File: src/sv/pfs_ram.sv
// ---------------------------------------------------------------------------
// Page free stack RAM
// Generic single-write, single-read memory with registered read data.
// ---------------------------------------------------------------------------
module pfs_ram #(
    parameter int              WIDTH = 16,
    parameter longint unsigned DEPTH = 32
) (
    input  logic                   clk,
    input  logic                   we,
    input  logic [(DEPTH > 1 ? $clog2(DEPTH) : 1)-1:0] waddr,
    input  logic [WIDTH-1:0]       wdata,
    input  logic [(DEPTH > 1 ? $clog2(DEPTH) : 1)-1:0] raddr,
    output logic [WIDTH-1:0]       rdata
);

    logic [WIDTH-1:0] mem [DEPTH];
    logic [WIDTH-1:0] rdata_reg;

    always_ff @(posedge clk)
    begin
        if (we)
        begin
            mem[waddr] <= wdata;
        end
        rdata_reg <= mem[raddr];
    end

    assign rdata = rdata_reg;

endmodule

File: config.mk
export PLATFORM = sky130hd
export DESIGN_NAME = pfs_ram
export DESIGN_NICKNAME = d
export VERILOG_FILES = /design/src/sv/pfs_ram.sv
export SDC_FILE = /design/constraint.sdc
export NUM_CORES = 1
export LEC_CHECK = 0
export ABC_CLOCK_PERIOD_IN_PS = 2100
export BUFFER_PORTS_ARGS = -buffer_cell sky130_fd_sc_hd__buf_2
export CAP_MARGIN = 5
export CORE_MARGIN = 2
export CORE_UTILIZATION = 56
export DETAILED_ROUTE_END_ITERATION = 6
export PLACE_DENSITY = 0.78
export SETUP_SLACK_MARGIN = 0.2
export SLEW_MARGIN = 15
export SYNTH_ARGS = -nofsm -noshare
export SYNTH_HDL_FRONTEND = slang
export SYNTH_SLANG_ARGS = --single-unit
File: constraint.sdc
create_clock -name clk -period 2.1 [get_ports clk]
set_clock_uncertainty 0.05 [all_clocks]
set_input_delay 0.315 -clock clk [delete_from_list [all_inputs] [get_ports clk]]
set_output_delay 0.315 -clock clk [all_outputs]
set_load 0.02 [all_outputs]
---- Yosys cells after proc, flatten, opt, wreduce, memory -nomap -nowiden ----
Memories as Yosys holds them, arrays and structs flattened. A register that Yosys moved wholly into a read port is not among the register bits.
Index checks and enable logic that the tools add are counted.
cells by class
  muxes and demuxes ....................... 2
operators by type and width
  cell     number
  $mux W1  2
word-level totals
  flip-flop bits (word level) ............. 0
  RAM bits ................................ 512
  bits of input ports ..................... 28
  output and inout port bits .............. 16
  word-level logic and storage cells ...... 3
  memories kept ........................... 1
memories
  name  words  width  rd ports  clocked after memory_dff  wr ports  line  source
  mem   32     16     1         1                         1         17    logic [WIDTH-1:0] mem [DEPTH];

---- Longest topological paths before layout ----
  depth after elaboration ................. 2
  depth in mapped cells ................... 8
  mapped depth without buffers ............ 5

---- Least setup slack after synthesis ----
OpenSTA, ideal clock, no wires.
  path kind ............................... in2reg
  start point ............................. in waddr[1] in the netlist's numbering
  end point ............................... mem mem[12][0], enable pin
  library setup time ...................... 0.388 ns
  data arrival time ....................... 1.667 ns
  data required time ...................... 1.662 ns
  path slack .............................. -0.005 ns
  stages .................................. 3
  path buffers ............................ 1
  cells stage by stage .................... or3b_2 -> clkbuf_1 -> nor2_1
RTL lines
  element          line  source
  start, declared  11    input logic [(DEPTH > 1 ? $clog2(DEPTH) : 1)-1:0] waddr,
  end, declared    17
No word-level cell before the write port.

---- Final worst setup path ----
  start point ............................. reg rdata_reg[8] (netlist: rdata[8]), read port of mem
  end point ............................... out rdata[8]
RTL lines
  element          line  source
  start, declared  18    logic [WIDTH-1:0] rdata_reg;
  end, declared    14    output logic [WIDTH-1:0] rdata
No word-level cell between the ends.

==> impl_metrics.prom <==
# TYPE chip_impl_metric gauge
chip_impl_info{name="run_status",value="finished clean"} 1
chip_impl_info{name="crit_family",value="flip-flops"} 1
chip_impl_metric{name="timing.final.hold_violations",unit=""} 0
chip_impl_metric{name="cts_setup_buffers",unit=""} 0
chip_impl_metric{name="critPathBufInv",unit=""} 1
chip_impl_metric{name="timing.final.crit_share",unit=""} 0.730
chip_impl_info{name="synth_area_leader_cell",value="sky130_fd_sc_hd__edfxtp_1"} 1
chip_impl_metric{name="timing.hold.ws",unit="ns"} 0.240
chip_impl_metric{name="drt_wl_total",unit="microns"} 46000
chip_impl_metric{name="fmax",unit="MHz"} 652
chip_impl_info{name="synth_top_flop_cell",value="sky130_fd_sc_hd__edfxtp_1"} 1
chip_impl_metric{name="synth_xor_area_frac",unit=""} 0
chip_impl_metric{name="core_area",unit="sq mm"} 0.0363
chip_impl_metric{name="final-instance-count-excl-fill",unit=""} 1776
chip_impl_metric{name="viasPerCell",unit=""} 6.27
chip_impl_metric{name="grt_first_pass_wirelength",unit="microns"} 68400
chip_impl_metric{name="first_global_vias",unit=""} 11000
chip_impl_metric{name="post_place_setup_slack",unit="ns"} 0.116
chip_impl_info{name="tritoncts",value="done"} 1
chip_impl_metric{name="final_critical_path_setup_slack",unit="ns"} 0.567
chip_impl_metric{name="die_h",unit="microns"} 195
chip_impl_metric{name="antenna_found_initial",unit=""} 1
chip_impl_metric{name="cts_max_level",unit=""} 2
chip_impl_metric{name="num_rows",unit=""} 70
chip_impl_metric{name="drt-pass1-iter-count",unit=""} 7
chip_impl_metric{name="max-clock-path-buffers",unit=""} 3
chip_impl_metric{name="critical-path-max-stage-delay",unit="ns"} 0.40
chip_impl_metric{name="static-leakage-power",unit="nW"} 8.34
chip_impl_metric{name="clock_sink_count",unit=""} 528
chip_impl_metric{name="worstPathArrival",unit="ns"} 1.17
chip_impl_info{name="critical_path.cell_chain",value="buf_2"} 1
chip_impl_metric{name="post_synth.cell_area_avg",unit="sq um"} 18.0
chip_impl_metric{name="synth_async_sr_flop_share",unit=""} 0
chip_impl_info{name="critPathLaunchType",value="flip-flop"} 1
chip_impl_metric{name="area_of_the_die",unit="sq mm"} 0.0382
chip_impl_metric{name="synth.ff_latch_count",unit=""} 528
chip_impl_metric{name="count_of_warnings_emitted_by_yosys",unit=""} 0
chip_impl_metric{name="worst-slew-pin-transition",unit="ns"} 0.727
chip_impl_info{name="synthTopCellsByArea",value="sky130_fd_sc_hd__edfxtp_1, sky130_fd_sc_hd__mux2i_1, sky130_fd_sc_hd__a22oi_1"} 1
chip_impl_metric{name="timing.final.crit_period",unit="ns"} 1.53
chip_impl_info{name="ys_top_cells_by_count",value="sky130_fd_sc_hd__edfxtp_1, sky130_fd_sc_hd__mux2i_1, sky130_fd_sc_hd__a22oi_1"} 1
chip_impl_metric{name="fp.dieW",unit="microns"} 195
chip_impl_metric{name="detail_route.wl_per_cell",unit="microns"} 25.9
chip_impl_metric{name="grt_max_degree",unit=""} 49
chip_impl_info{name="category_of_the_most_critical_setup_path",value="reg2out"} 1
chip_impl_metric{name="dp.cells",unit=""} 1687
chip_impl_metric{name="largest_register_ffs",unit=""} 512
chip_impl_metric{name="path_max_fanout",unit=""} 1
chip_impl_metric{name="timing_max_transition_violations_final",unit=""} 0
chip_impl_metric{name="drc",unit=""} 0
chip_impl_metric{name="cts_resized",unit=""} 0
chip_impl_metric{name="boundaryPins",unit=""} 44
chip_impl_metric{name="clk_pin_slew",unit="ns"} 0.06
chip_impl_metric{name="cts_hold_buf",unit=""} 0
chip_impl_info{name="yosysMostFrequentCell",value="sky130_fd_sc_hd__edfxtp_1"} 1
chip_impl_metric{name="syn-cell-area",unit="sq mm"} 0.0205
chip_impl_metric{name="final_wtd_congestion",unit=""} 0.826
chip_impl_metric{name="pwr_density_cell",unit="mW/mm^2"} 912
chip_impl_metric{name="synth_simple_gate_area_frac",unit=""} 0.0349
chip_impl_metric{name="layout-area-overhead-vs-synth",unit="%"} 14.5
chip_impl_metric{name="placedInstanceArea",unit="sq mm"} 0.0220
chip_impl_metric{name="post-layout-total-power",unit="W"} 0.0214
chip_impl_info{name="dominant_combinational_cell_family_by_area_after_synthesis",value="multiplexers"} 1
chip_impl_info{name="critical-path-slowest-cell",value="sky130_fd_sc_hd__dfxtp_1"} 1
chip_impl_metric{name="count_of_endpoints_failing_setup_in_the_final_report",unit=""} 0
chip_impl_metric{name="regToRegSetupSlack",unit="ns"} 0.59
chip_impl_metric{name="synth.distinct_cells",unit=""} 26
chip_impl_metric{name="initialDrtViolationCount",unit=""} 1166
chip_impl_metric{name="route.antenna.remaining_nets",unit=""} 0
chip_impl_metric{name="p_sw",unit="W"} 0.00447
chip_impl_metric{name="synth_compound_gate_area_share",unit=""} 0.0497
chip_impl_metric{name="comb_power_frac",unit=""} 0.060
chip_impl_metric{name="design_area",unit="sq mm"} 0.0235
chip_impl_metric{name="clock_insertion_delay_worst_skew",unit="ns"} 0.57
chip_impl_info{name="clk_root_buffer_cell",value="sky130_fd_sc_hd__clkbuf_16"} 1
chip_impl_metric{name="nNetsFinal",unit=""} 1298
chip_impl_metric{name="post-synth-top-area-fraction",unit=""} 0.749
chip_impl_metric{name="overflow",unit=""} 0
chip_impl_metric{name="edff_count_synth",unit=""} 512
chip_impl_metric{name="switching_share",unit=""} 0.209
chip_impl_metric{name="clock_share_of_power",unit=""} 0.391
chip_impl_metric{name="post_synth_fa_ha_maj_area_fraction",unit=""} 0
chip_impl_metric{name="yosysSeqAreaShare",unit=""} 0.764
chip_impl_metric{name="max_capacitance_violation_count",unit=""} 0
chip_impl_metric{name="mappedNetlistNets",unit=""} 1171
chip_impl_metric{name="port-buffer-count",unit=""} 43
chip_impl_metric{name="grt_usage",unit=""} 0.243
chip_impl_metric{name="synth.area.mux_share",unit=""} 0.125
chip_impl_metric{name="worst_ir_drop_vdd",unit="mV"} 0.731
chip_impl_metric{name="timing.slew.headroom",unit=""} 0.515
chip_impl_metric{name="initial_core_util",unit=""} 0.565
chip_impl_metric{name="dp_hpwl",unit="microns"} 27800
chip_impl_info{name="worstHoldPathType",value="in2reg"} 1
chip_impl_metric{name="cp.required",unit="ns"} 1.74
chip_impl_metric{name="final_layout_size_suffix_gt1_frac",unit=""} 0.167
chip_impl_metric{name="route.vias.total",unit=""} 11100
chip_impl_metric{name="tritoncts.num_buffers",unit=""} 49
chip_impl_info{name="endpoint_kind",value="output pin"} 1
chip_impl_info{name="rsz0062_at_grt",value="false"} 1
chip_impl_metric{name="postSynthCellCount",unit=""} 1143
chip_impl_metric{name="pwr-share-seq",unit=""} 0.549
chip_impl_metric{name="power.internal",unit="W"} 0.0170
[layout make-up]
type                       count  area (sq um)
clock buffer                  76          1430
antenna                        1          2.50
tap                          468           586
fill                        2378         12800
timing repair buffer         143          1380
clock inverter                12          88.8
multi-input combinational    548          4330
sequential                   528         15700
[routing by layer]
layer,vias up,share of wire,global-route usage
li1,4811,-,-
met1,5638,0.40,0.351
met2,593,0.47,0.384
met3,87,0.097,0.0413
met4,2,0.027,0.0772
met5,-,0.00028,0
[cells by family (layout without fill, tap and decap cells)]
family	count (synthesis)	count (layout)
AOI/OAI and AO/OA	144	144
buffers and inverters	67	231
DFF	528	528
muxes	256	256
other	0	1
and+or+nand+nor	148	148
[worst register-to-register path: cells and delay by family (launching register included)]
family,cells,cell delay (ns)
AND/OR/NAND/NOR,2,0.56
multiplexers,1,0.08
AO/OA/AOI/OAI,2,0.41
flip-flops,1,0.34
[power by group through the flow]
stage	combinational, W	sequential (W)	clock, W
after floorplan	0.000659	0.0120	0
after global placement	0.00123	0.0120	0
after detailed placement	0.00127	0.0120	0
after CTS	0.00128	0.0118	0.00844
after global routing	0.00136	0.0118	0.00884
final	0.00129	0.0118	0.00838
[final timing paths]
check | startpoint | to | cells after the start
min | raddr[4] | rdata[10]$_DFF_P_ | 4
max | rdata[8]$_DFF_P_ | rdata[8] | 1
min reg2reg | mem[16][5]$_DFFE_PP_ | rdata[5]$_DFF_P_ | 4
max reg2reg | mem[1][14]$_DFFE_PP_ | rdata[14]$_DFF_P_ | 5
[cells in the final DEF (no fill, tap or decap), types with 8 or more instances in the layout]
cell type,Yosys,final
sky130_fd_sc_hd__nand3_1,34,34
sky130_fd_sc_hd__a22o_1,32,32
sky130_fd_sc_hd__clkbuf_1,12,18
sky130_fd_sc_hd__clkbuf_8,0,8
sky130_fd_sc_hd__a21oi_1,32,32
sky130_fd_sc_hd__nor2_1,33,29
sky130_fd_sc_hd__dfxtp_1,16,16
sky130_fd_sc_hd__edfxtp_1,512,512
sky130_fd_sc_hd__nand4_1,16,16
sky130_fd_sc_hd__buf_2,19,42
sky130_fd_sc_hd__a22oi_1,64,64
sky130_fd_sc_hd__mux2i_1,256,256
sky130_fd_sc_hd__clkbuf_16,0,50
sky130_fd_sc_hd__buf_4,19,68
sky130_fd_sc_hd__a31oi_1,16,16
sky130_fd_sc_hd__nand2_1,33,33
sky130_fd_sc_hd__buf_12,5,32
sky130_fd_sc_hd__nor3_1,16,16
[stage by stage]
| stage | setup TNS (ns) | utilization |
|---|---|---|
| 6_report | 0 | 0.647 |
| 5_1_grt | 0 | 0.647 |
| 4_1_cts | 0 | 0.647 |
| 3_5_place_dp | 0 | 0.605 |
| 3_3_place_gp | 0 | 0.605 |
| 2_1_floorplan | -0.481 | - |
(Power assumes the default switching activity.)
