==> src/sv/pfs_pkg.sv <==
// ---------------------------------------------------------------------------
// Page free stack package
// Shared constants, codes and types of the two-level page allocator.
// ---------------------------------------------------------------------------
package pfs_pkg;

    localparam int PAGE_BITS_DEF   = 16;
    localparam int LOCAL_DEPTH_DEF = 32;

    localparam int PAGE_W   = 16;
    localparam int MODE_W   = 2;
    localparam int STATUS_W = 2;
    localparam int LIMIT_W  = 6;
    localparam int CNT_W    = 16;

    localparam logic [LIMIT_W-1:0] LIMIT_RESET = LIMIT_W'(25);
    localparam logic [CNT_W-1:0]   COUNT_MAX   = {CNT_W{1'b1}};

    localparam logic [MODE_W-1:0] MODE_SEED  = 2'd0;
    localparam logic [MODE_W-1:0] MODE_ALLOC = 2'd1;
    localparam logic [MODE_W-1:0] MODE_FREE  = 2'd2;

    localparam logic [STATUS_W-1:0] STAT_OK   = 2'd0;
    localparam logic [STATUS_W-1:0] STAT_OOM  = 2'd1;
    localparam logic [STATUS_W-1:0] STAT_KEPT = 2'd2;

    typedef enum logic [1:0] {
        ALU_CMP,
        ALU_INC,
        ALU_DEC,
        ALU_INC_SAT
    } alu_op_t;

    typedef struct packed {
        logic lt;
        logic zero;
    } alu_flags_t;

    typedef enum logic [3:0] {
        ST_IDLE,
        ST_SEED,
        ST_R_CMP,
        ST_R_DEC,
        ST_R_WR,
        ST_A_POP,
        ST_A_GOT,
        ST_A_INC,
        ST_F_RD,
        ST_F_DEC,
        ST_F_CMP,
        ST_F_LINC,
        ST_F_GINC,
        ST_RESP
    } state_t;

endpackage

==> src/sv/pfs_alu.sv <==
// ---------------------------------------------------------------------------
// Page free stack arithmetic unit
// Shared increment, decrement, saturating increment and compare.
// ---------------------------------------------------------------------------
module pfs_alu #(
    parameter int W = 17
) (
    input  pfs_pkg::alu_op_t    op,
    input  logic [W-1:0]        a,
    input  logic [W-1:0]        b,
    output logic [W-1:0]        res,
    output pfs_pkg::alu_flags_t flags
);
    import pfs_pkg::*;

    logic [W-1:0] inc_val;
    logic [W-1:0] dec_val;

    assign inc_val = a + W'(1);
    assign dec_val = a - W'(1);

    always_comb
    begin
        case (op)
            ALU_INC:     res = inc_val;
            ALU_DEC:     res = dec_val;
            // Holds at the ceiling given on b.
            ALU_INC_SAT: res = (a == b) ? a : inc_val;
            ALU_CMP:     res = a;
            default:     res = a;
        endcase
    end

    assign flags.lt   = (a < b);
    assign flags.zero = (res == '0);

endmodule

==> config.mk <==
export PLATFORM = sky130hd
export DESIGN_NAME = pfs_alu
export DESIGN_NICKNAME = d
export VERILOG_FILES = /design/src/sv/pfs_pkg.sv /design/src/sv/pfs_alu.sv
export SDC_FILE = /design/constraint.sdc
export NUM_CORES = 1
export LEC_CHECK = 0
export ABC_AREA = 1
export CORE_ASPECT_RATIO = 2
export CORE_MARGIN = 2
export CORE_UTILIZATION = 62
export DETAILED_ROUTE_END_ITERATION = 8
export DONT_BUFFER_PORTS = 1
export PLACE_DENSITY = 0.87
export SETUP_SLACK_MARGIN = 0.02
export SYNTH_ARGS = -nofsm -noshare
export SYNTH_HDL_FRONTEND = slang
export SYNTH_SLANG_ARGS = --single-unit
==> constraint.sdc <==
create_clock -name vclk -period 1.5
set_input_delay 0.075 -clock vclk [all_inputs]
set_output_delay 0.075 -clock vclk [all_outputs]
set_load 0.03 [all_outputs]
==> qor.yml, run 1 <==
start_util_pct: 64.8
synth_top_cell_area_share_pct: 21.8
synth.yosys.seq_area_share_pct: 0
grt_pass1_wl_um: 17900
netlist_area_um2: 1930
error: "[ERROR GRT-0116] Global routing finished with congestion. Check the congestion regions in the DRC Viewer."
fp.dieH_um: 82.9
overflow: 22
dp_hpwl_um: 5310
grt_usage_pct: 64.4
netlist_top_cells_count: "112 x nand2_1, 63 x inv_1, 53 x nor2_1"
die_w_um: 43.4
ys_types: 35
avgSynthCellArea_um2: 5.06
synth_warnings: 0
top_level_ports: 55
syn_nets: 436
stop_stage: "global routing"
rows: 28
yosys.area.top_type: "nand2_1"
synth-compound-area-share_pct: 6.74
synth_top_family_by_area: "simple AND/OR/NAND/NOR gates"
grt_max_degree: 16
synth_mux_area_share_pct: 0
syn_inst: 381
synth_xor_xnor_area_share_pct: 4.93
synth.area.top_cells: "nand2_1 22%, nand3_1 13%, ha_1 12%"
synth-simple-area-share_pct: 59.3
io_buffers: 0
place_congestion: 1.05
grt_pass1_vias: 3663
synthAdderAreaFrac_pct: 12.3
cts_hold_buf: 0
synth.most_common_cell: "nand2_1"
status: "stopped before the end"
-- per-layer routing --
layer	GRT overflow	GRT usage (%)
met5	0	5.00
met3	0	32.8
met4	14	65.6
met1	2	63.4
met2	6	89.4
-- timing repair --
| item | CTS |
|---|---|
| gates resized for setup | 107 |
| pin swaps | 58 |
| setup buffers | 8 |
| setup endpoints to repair | 19 |
-- cells by family after synthesis --
family                     count (synthesis)
xor gates and xnor gates                  10
buffers and inverters                     76
adders and majority gates                 19
and+or+nand+nor                          254
AOI/OAI and AO/OA                         22
-- metrics by stage --
stage	setup TNS (ns)	area, µm²	setup WS, ns	hold slack, ns	std cells
floorplan	-0.430	1960	-0.365	0.342	381
global placement	-4.11	2290	-0.445	0.487	447
detailed placement	-4.51	2290	-0.493	0.488	447
CTS	-1.42	2810	-0.250	0.494	455
==> inputs of run 2 (changes only) <==
--- a/config.mk
+++ b/config.mk
@@ -6,13 +6,11 @@
 export NUM_CORES = 1
 export LEC_CHECK = 0
 export ABC_AREA = 1
-export CORE_ASPECT_RATIO = 2
 export CORE_MARGIN = 2
-export CORE_UTILIZATION = 62
+export CORE_UTILIZATION = 40
 export DETAILED_ROUTE_END_ITERATION = 8
 export DONT_BUFFER_PORTS = 1
-export PLACE_DENSITY = 0.87
-export SETUP_SLACK_MARGIN = 0.02
+export PLACE_DENSITY_LB_ADDON = 0.15
 export SYNTH_ARGS = -nofsm -noshare
 export SYNTH_HDL_FRONTEND = slang
 export SYNTH_SLANG_ARGS = --single-unit
==> constraint.sdc (replaced) <==
create_clock -name vclk -period 2
set_input_delay 0.1 -clock vclk [all_inputs]
set_output_delay 0.1 -clock vclk [all_outputs]
set_load 0.03 [all_outputs]
==> run 2 against run 1 <==
The run now ends clean. Synthesized cell count unchanged. Area after synthesis unchanged.
==> qor.yml, run 2 <==
place_congestion: 0.923  # -12%
antenna_found_initial: 0
layout.nets: 464
synth.area.top_cells: "nand2_1 22%, nand3_1 13%, ha_1 12%"
yosys.area.top_type: "nand2_1"
worstPathArrival_ns: 1.82
synth_top_cell_area_share_pct: 21.8  # unchanged
p_leak_uw: 0.00126
drt_first_pass_iters: 4
hold_depth: 3
io_buffers: 0  # unchanged
area_delta_synth_final_pct: 34.2
syn_inst: 381  # unchanged
grt_max_degree: 16
relSlewSlack_pct: 71.7
cts_hold_buf: 0  # unchanged
dp_hpwl_um: 5290  # -0.42%
num_vias: 2401
cap_violations: 0
viasPerCell: 5.21
min_path_type: "input pin to output port"
syn_nets: 436  # unchanged
synth_warnings: 0  # unchanged
drc_errors: 0
cp_max_fo: 5
slew_viol_final: 0
utilization_pct: 55.2
crit_path_end_kind: "output port"
layout_common_cells: "98 x nand2_1, 55 x inv_1, 41 x nand3_1"
seq_cell_count: 0
synth.yosys.seq_area_share_pct: 0  # unchanged
filler_cell_count: 488
core-area_um2: 4690
power_density_nw_per_um2: 225
num-clock-buffers: 0
slowest_stage: "ha_4"
final-hold-violation-count: 0
routed_wl_um: 6530
ys_types: 35  # unchanged
layout_setup_ws_ns: 0.0771
rsz0062_at_grt: "true"
regArea_um2: 0
fp.dieH_um: 73.5  # -11%
drive_above_1_share_pct: 29.7
start_kind: "input pin"
netlist_top_cells_count: "112 x nand2_1, 63 x inv_1, 53 x nor2_1"
layout_commonest_cell: "nand2_1"
cp.required_ns: 1.90
drtIter0Drc: 136
grt_usage_pct: 22.7
tightest_slew_ns: 0.423
slowest_delay_ns: 0.26
pre_cts_slack_ns: -0.133  # +0.360 ns
rows: 25  # -11%
fmax_mhz: 520
fp.dieArea_um2: 5390
grt_pass1_wl_um: 9890
path_cells: "inv_4 -> ha_4 -> nand2_4 -> buf_6 -> nor2_4 -> nand2_2 -> nor2_4 -> nand3_4 -> nand2_4 -> nor2_2 -> nor2_2 -> nand2_1 -> nor2_2 -> nand3_2 -> nor2_4"
avgSynthCellArea_um2: 5.06  # unchanged
final_antenna_net_count: 0
setup_violations: 0
multi_input_area_um2: 1970
netlist_area_um2: 1930  # unchanged
top_level_ports: 55  # unchanged
period_needed_ns: 1.92
diodes: 0
critPathKind: "input pin to output port"
die_w_um: 73.5  # +69%
synth.most_common_cell: "nand2_1"
overflow: 0
wl_per_cell_um: 14.2
ir_worst_vdd_mv: 0.118
start_util_pct: 41.1  # -24 points
period_share_pct: 96.1
hold_ws_ns: 0.459
status: "finished clean"
grt_pass1_vias: 2144
==> run 2: cell counts after synthesis <==
No cell type changed its count.
==> run 2: cell type report <==
type	count	area share, %
multi-input combinational	305	76.1
tap	54	2.61
timing repair buffer	37	11.2
inverter	65	10.1
==> run 2: where the power goes <==
part / total, µW / internal [µW] / switching [µW]
combinational: 582 / 242 / 339
sequential: 0 / 0 / 0
clock: 0 / 0 / 0
==> run 2: final timing paths <==
kind | startpoint | to | slack (ns)
max | b[5] | flags[0] | 0.08
min | a[1] | res[1] | 0.46
==> run 2: routing by layer <==
metal,vias to the layer above,share of wire [%],routed length (µm),GRT usage [%]
li1,1252,-,-,-
met5,-,0,0,0
met4,0,2.2,144,4.04
met2,73,51,3300,41.1
met1,1066,43,2810,29.5
met3,10,4.3,281,1.65
==> run 2: timing repair <==
item	in CTS	in global routing
gates cloned	0	0
setup endpoints to repair	2	4
setup buffers	1	3
gates resized for setup	13	63
pin swaps	11	29
==> run 2: stage by stage <==
stage / instances / instance area [µm²] / total power, µW / TNS [ns]
2_1_floorplan: 381 / 1950 / 349 / 0
4_1_cts: 459 / 2250 / 485 / 0
5_1_grt: 461 / 2590 / 639 / -0.0374
3_5_place_dp: 458 / 2190 / 470 / -0.133
3_3_place_gp: 458 / 2190 / 468 / -0.115
6_report: 461 / 2590 / 582 / 0
==> run 2: worst max-delay path: cells and delay by family <==
kind / cells / cell delay (ns)
AND/OR/NAND/NOR: 12 / 1.33
buffers and inverters: 2 / 0.14
adder cells (fa/ha/maj): 1 / 0.26
==> run 2: logic make-up after synthesis <==
kind of cell             synth area share [%]
AND/OR/NAND/NOR                          59.3
AO/OA/AOI/OAI                            6.74
buffers and inverters                    16.7
adder cells (fa/ha/maj)                  12.3
XOR/XNOR                                 4.93
(Power assumes the default switching activity.)
==> inputs of run 3 (changes only) <==
--- a/config.mk
+++ b/config.mk
@@ -5,10 +5,9 @@
 export SDC_FILE = /design/constraint.sdc
 export NUM_CORES = 1
 export LEC_CHECK = 0
-export ABC_AREA = 1
-export CORE_MARGIN = 2
-export CORE_UTILIZATION = 40
+export CORE_AREA = 2 2 63 65
 export DETAILED_ROUTE_END_ITERATION = 8
+export DIE_AREA = 0 0 65 67
 export DONT_BUFFER_PORTS = 1
 export PLACE_DENSITY_LB_ADDON = 0.15
 export SYNTH_ARGS = -nofsm -noshare
==> run 3 against run 2 <==
The run now ends with negative setup slack left. Worst setup slack got worse by 0.58 ns. Combinational power down 43%. Utilization shrank 5.0 points. Global-route usage decreased by 5.9 points. Sequential share of layout area did not move. Total power decreased by 43%. Area after synthesis decreased by 39%. Clock-buffer cell count unchanged. Via count fell by 41%. Fmax fell by 23%. Critical endpoint unchanged.
==> qor.yml, run 3 <==
num-clock-buffers: 0  # unchanged
dp_cells: 259  # -43%
cts_hold_buf: 0  # unchanged
fp.dieH_um: 67  # -8.8%
grt_usage_pct: 16.8  # -5.9 points
place_congestion: 0.910  # -1.4%
rsz0062_at_grt: "true"
setup_violations: 1  # +1
slew_viol_final: 0  # unchanged
viasPerCell: 5.46  # +4.8%
fp.dieArea_um2: 4360  # -19%
final-hold-violation-count: 0  # unchanged
period_share_pct: 125  # +29 points
fmax_mhz: 399  # -23%
layout.nets: 270  # -42%
start_util_pct: 32.8  # -8.3 points
antenna_found_initial: 0  # unchanged
p_leak_uw: 0.000807  # -36%
grt_pass1_vias: 1330  # -38%
routed_wl_um: 3770  # -42%
synth.yosys.seq_area_share_pct: 0  # unchanged
diodes: 0  # unchanged
syn_inst: 171  # -55%
netlist_top_cells_count: "23 x inv_1, 19 x ha_1, 13 x xnor2_1"
hold_depth: 2  # -1
worstPathArrival_ns: 2.41  # +0.59 ns
drtIter0Drc: 49  # -64%
grt_max_degree: 13  # -3
grt_pass1_wl_um: 5990  # -39%
synth.area.top_cells: "ha_1 20%, xnor2_1 9.6%, inv_1 7.3%"
relSlewSlack_pct: 74.6  # +2.9 points
cp.required_ns: 1.90  # about the same
synth_top_cell_area_share_pct: 20.1  # -1.7 points
netlist_area_um2: 1180  # -39%
critPathKind: "input pin to output port"
min_path_type: "input pin to output port"
start_kind: "input pin"
top_level_ports: 55  # unchanged
status: "finished, violations left"
seq_cell_count: 0  # unchanged
final_antenna_net_count: 0  # unchanged
hold_start: "a[12]"
die_w_um: 65  # -12%
ys_types: 41  # +17%
utilization_pct: 50.1  # -5.0 points
layout_commonest_cell: "buf_4"
tightest_slew_ns: 0.378  # -0.0455 ns
min_delay_worst_endpoint: "res[12]"
rows: 22  # -12%
filler_cell_count: 353  # -28%
ir_worst_vdd_mv: 0.123  # +3.8%
num_vias: 1424  # -41%
yosys.area.top_type: "ha_1"
regArea_um2: 0  # unchanged
dp_hpwl_um: 3150  # -40%
wl_per_cell_um: 14.5  # +2.0%
syn_nets: 226  # -48%
synth.most_common_cell: "inv_1"
cp_max_fo: 3  # -2
period_needed_ns: 2.51  # +0.583 ns
core-area_um2: 3610  # -23%
drive_above_1_share_pct: 39.9  # +10 points
layout_setup_ws_ns: -0.506  # -0.583 ns
cap_violations: 0  # unchanged
layoutNonFillerInstCount: 261  # -43%
area_delta_synth_final_pct: 52.9
hold_ws_ns: 0.409  # -0.0496 ns
overflow: 0  # unchanged
layout_common_cells: "44 x buf_4, 15 x inv_1, 13 x xnor2_1"
violations: "negative setup slack"
avgSynthCellArea_um2: 6.91  # +37%
synth_warnings: 0  # unchanged
io_buffers: 0  # unchanged
drt_first_pass_iters: 4  # unchanged
crit_path_end_kind: "output port"
power_density_nw_per_um2: 182  # -19%
drc_errors: 0  # unchanged
## run 3: cell types whose count changed after synthesis, moves of 7 or more
cell,delta
xnor2_1,+11
nand2_1,-104
inv_1,-40
xor2_1,-7
nor2_1,-44
a31oi_1,+8
nand3_1,-46
## run 3: worst max-delay path by stage
| stage | from | to |
|---|---|---|
| 6_report | b[14] | flags[0] |
| 5_1_grt | b[7] | flags[0] |
| 4_1_cts | b[14] | flags[0] |
| 3_5_place_dp | b[12] | flags[0] |
| 3_3_place_gp | b[14] | flags[0] |
| 2_1_floorplan | b[7] | flags[0] |
## run 3: critical path: stages
cell and delay (ns):
inv_1 0.04, ha_4 0.28, nand4_4 0.12, nor3_4 0.28
a21oi_4 0.09, or3_4 0.37, a221o_1 0.30, or4_1 0.40
and4bb_4 0.42
## run 3: per-stage QoR
step / cell area, µm² / setup slack (ns) / power (µW) / TNS, ns
2_1_floorplan: 1310 / -0.468 / 222 / -0.468
3_3_place_gp: 1690 / -0.495 / 303 / -0.495
3_5_place_dp: 1690 / -0.526 / 310 / -0.528
4_1_cts: 1710 / -0.518 / 316 / -0.518
5_1_grt: 1810 / -0.587 / 357 / -0.593
6_report: 1810 / -0.506 / 329 / -0.506
## run 3: cell families (layout without fill, tap and decap cells)
family,Yosys count,in the layout,synth area share (%)
compound gates,41,41,23.4
xor+xnor,13,13,9.63
fa+ha+maj,19,19,20.1
buf+inv,29,71,9.21
mux,1,1,0.847
simple gates,68,68,36.8
## run 3: what timing repair did
action                                  CTS  global route
setup buffers                             0             3
pin swaps                                 0             4
resized for setup                         3            20
endpoints found under the setup margin    1             6
## run 3: layer usage
metal	GRT usage, %	wire length [µm]	vias to the layer above
met1	21.9	1710	653
met5	0	0	-
met4	0.532	0	0
li1	-	-	723
met3	2.36	240	0
met2	30.5	1830	48
## run 3: power by group
part	leakage [µW]	internal, µW	switching (µW)
Clock	0	0	0
Sequential	0	0	0
Combinational	0.000807	163	166
Total	0.000807	163	166
## run 3: cell type report
type | count | area (µm²) | area share [%]
inverters | 24 | 92.6 | 5.12
repair buffers | 47 | 364 | 20.1
multi-input cells | 142 | 1290 | 71.4
well taps | 48 | 60.1 | 3.32
==> inputs of run 4 (changes only) <==
--- a/config.mk
+++ b/config.mk
@@ -5,10 +5,13 @@
 export SDC_FILE = /design/constraint.sdc
 export NUM_CORES = 1
 export LEC_CHECK = 0
+export CELL_PAD_IN_SITES_DETAIL_PLACEMENT = 2
+export CELL_PAD_IN_SITES_GLOBAL_PLACEMENT = 2
 export CORE_AREA = 2 2 63 65
 export DETAILED_ROUTE_END_ITERATION = 8
 export DIE_AREA = 0 0 65 67
 export DONT_BUFFER_PORTS = 1
+export GPL_ROUTABILITY_DRIVEN = 0
 export PLACE_DENSITY_LB_ADDON = 0.15
 export SYNTH_ARGS = -nofsm -noshare
 export SYNTH_HDL_FRONTEND = slang
==> run 4 against run 3 <==
The flow still finishes with violations (negative setup slack). Combinational power rose by 13%. Sequential share of layout area is the same. First-iteration DRC count fell by 6.1%. Routed wire length is 76% higher. Die area unchanged. Highest routed layer is now met4. Design area rose by 9.1%. Total power increased by 13%. Clock-buffer cell count stayed put. Utilization grew 4.6 points. Final cell count up 0.38%. Worst hold slack got worse by 0.0019 ns.
==> qor.yml, run 4 (synthesis gave the netlist of run 3 again) <==
tightest_slew_ns: 0.555  # +0.177 ns
start_kind: "input pin"
die_w_um: 65  # unchanged
drive_above_1_share_pct: 48.6  # +8.7 points
path_cells: "inv_4 -> ha_4 -> nand4_1 -> nor3_4 -> a21oi_4 -> or3_4 -> a221o_1 -> or4_4 -> and4bb_4"
layout_commonest_cell: "buf_4"
layout.nets: 271  # +0.37%
period_share_pct: 132  # +7.2 points
core-area_um2: 3610  # unchanged
viasPerCell: 5.98  # +9.6%
drc_errors: 0  # unchanged
rsz0062_at_grt: "true"
num-clock-buffers: 0  # unchanged
grt_pass1_wl_um: 8540  # +43%
worstPathArrival_ns: 2.55  # +0.14 ns
regArea_um2: 0  # unchanged
min_path_type: "input pin to output port"
ir_worst_vdd_mv: 0.0764  # -38%
fin_setup_tns_ns: -0.670  # -0.164 ns
cap_violations: 0  # unchanged
layout_common_cells: "42 x buf_4, 14 x inv_1, 14 x ha_4"
slowest_stage: "or4_4"
drt_first_pass_iters: 5  # +1
violations: "negative setup slack"
antenna_found_initial: 0  # unchanged
seq_cell_count: 0  # unchanged
startpoint: "b[10]"
io_buffers: 0  # unchanged
top_level_ports: 55  # unchanged
finalInstanceArea_um2: 1970  # +9.1%
period_needed_ns: 2.65  # +0.143 ns
grt_max_degree: 13  # unchanged
area_delta_synth_final_pct: 66.9
power_density_nw_per_um2: 188  # +3.5%
critPathKind: "input pin to output port"
overflow: 0  # unchanged
wl_per_cell_um: 25.3  # +75%
crit_path_end_kind: "output port"
fp.dieArea_um2: 4360  # unchanged
diodes: 0  # unchanged
cp.required_ns: 1.90  # about the same
routed_wl_um: 6630  # +76%
p_leak_uw: 0.000851  # +5.5%
placed_area_um2: 1660  # -1.3%
slew_viol_final: 0  # unchanged
status: "finished, violations left"
start_util_pct: 32.8  # unchanged
grt_pass1_vias: 1650  # +24%
rows: 22  # unchanged
relSlewSlack_pct: 62.7  # -12 points
final_antenna_net_count: 0  # unchanged
fp.dieH_um: 67  # unchanged
slowest_delay_ns: 0.43  # about the same
setup_violations: 3  # +2
worstSetupEndpoint: "flags[0]"
fmax_mhz: 378  # -5.4%
utilization_pct: 54.7  # +4.6 points
grt_usage_pct: 25.2  # +8.4 points
hold_ws_ns: 0.408  # -0.00193 ns
cp_max_fo: 3  # unchanged
dp_hpwl_um: 4230  # +34%
final-hold-violation-count: 0  # unchanged
num_vias: 1567  # +10%
drtIter0Drc: 46  # -6.1%
layout_setup_ws_ns: -0.649  # -0.143 ns
run 4: what timing repair did:
action,CTS,global route
endpoints found under the hold margin,0,0
gates resized for setup,21,34
setup buffers,1,7
hold buffers,0,0
pin swaps,3,10
setup endpoints to repair,5,14
run 4: layout make-up:
class	count	area, µm²
fill	368	1630
inverter	24	110
multi-input combinational	142	1420
timing repair buffer	48	383
tap	48	60.1
run 4: per-stage QoR:
stage                     instances  setup slack, ns  total power (µW)
after global placement          256           -0.513               294
after floorplan                 171           -0.468               222
after global routing            262           -0.705               396
final                           262           -0.649               371
after detailed placement        256           -0.617               315
after CTS                       256           -0.556               331
run 4: where the power goes:
part           internal (µW)  switching, µW  total, µW
logic                    178            194        371
registers                  0              0          0
clock network              0              0          0
run 4: worst min-delay path by stage:
stage / slack, ns / start / endpoint / depth (start not counted)
finish: 0.41 / a[12] / res[12] / 2
global route: 0.42 / a[12] / res[12] / 2
CTS: 0.41 / a[12] / res[12] / 2
detailed placement: 0.41 / a[12] / res[12] / 2
global placement: 0.41 / a[12] / res[12] / 2
floorplan: 0.40 / a[12] / res[12] / 1
run 4: routing by layer:
layer / share of wire (%) / vias to the layer above / global-route usage (%)
li1: - / 720 / -
met1: 41 / 778 / 27.7
met2: 53 / 59 / 51.8
met3: 4.3 / 10 / 3.21
met4: 1.4 / 0 / 2.93
met5: 0 / - / 0
run 4: critical path, delay by kind of cell:
kind | cells | cell delay [ns]
adder cells (fa/ha/maj) | 1 | 0.27
buffers and inverters | 1 | 0.02
AND/OR/NAND/NOR | 5 | 1.74
AO/OA/AOI/OAI | 2 | 0.43
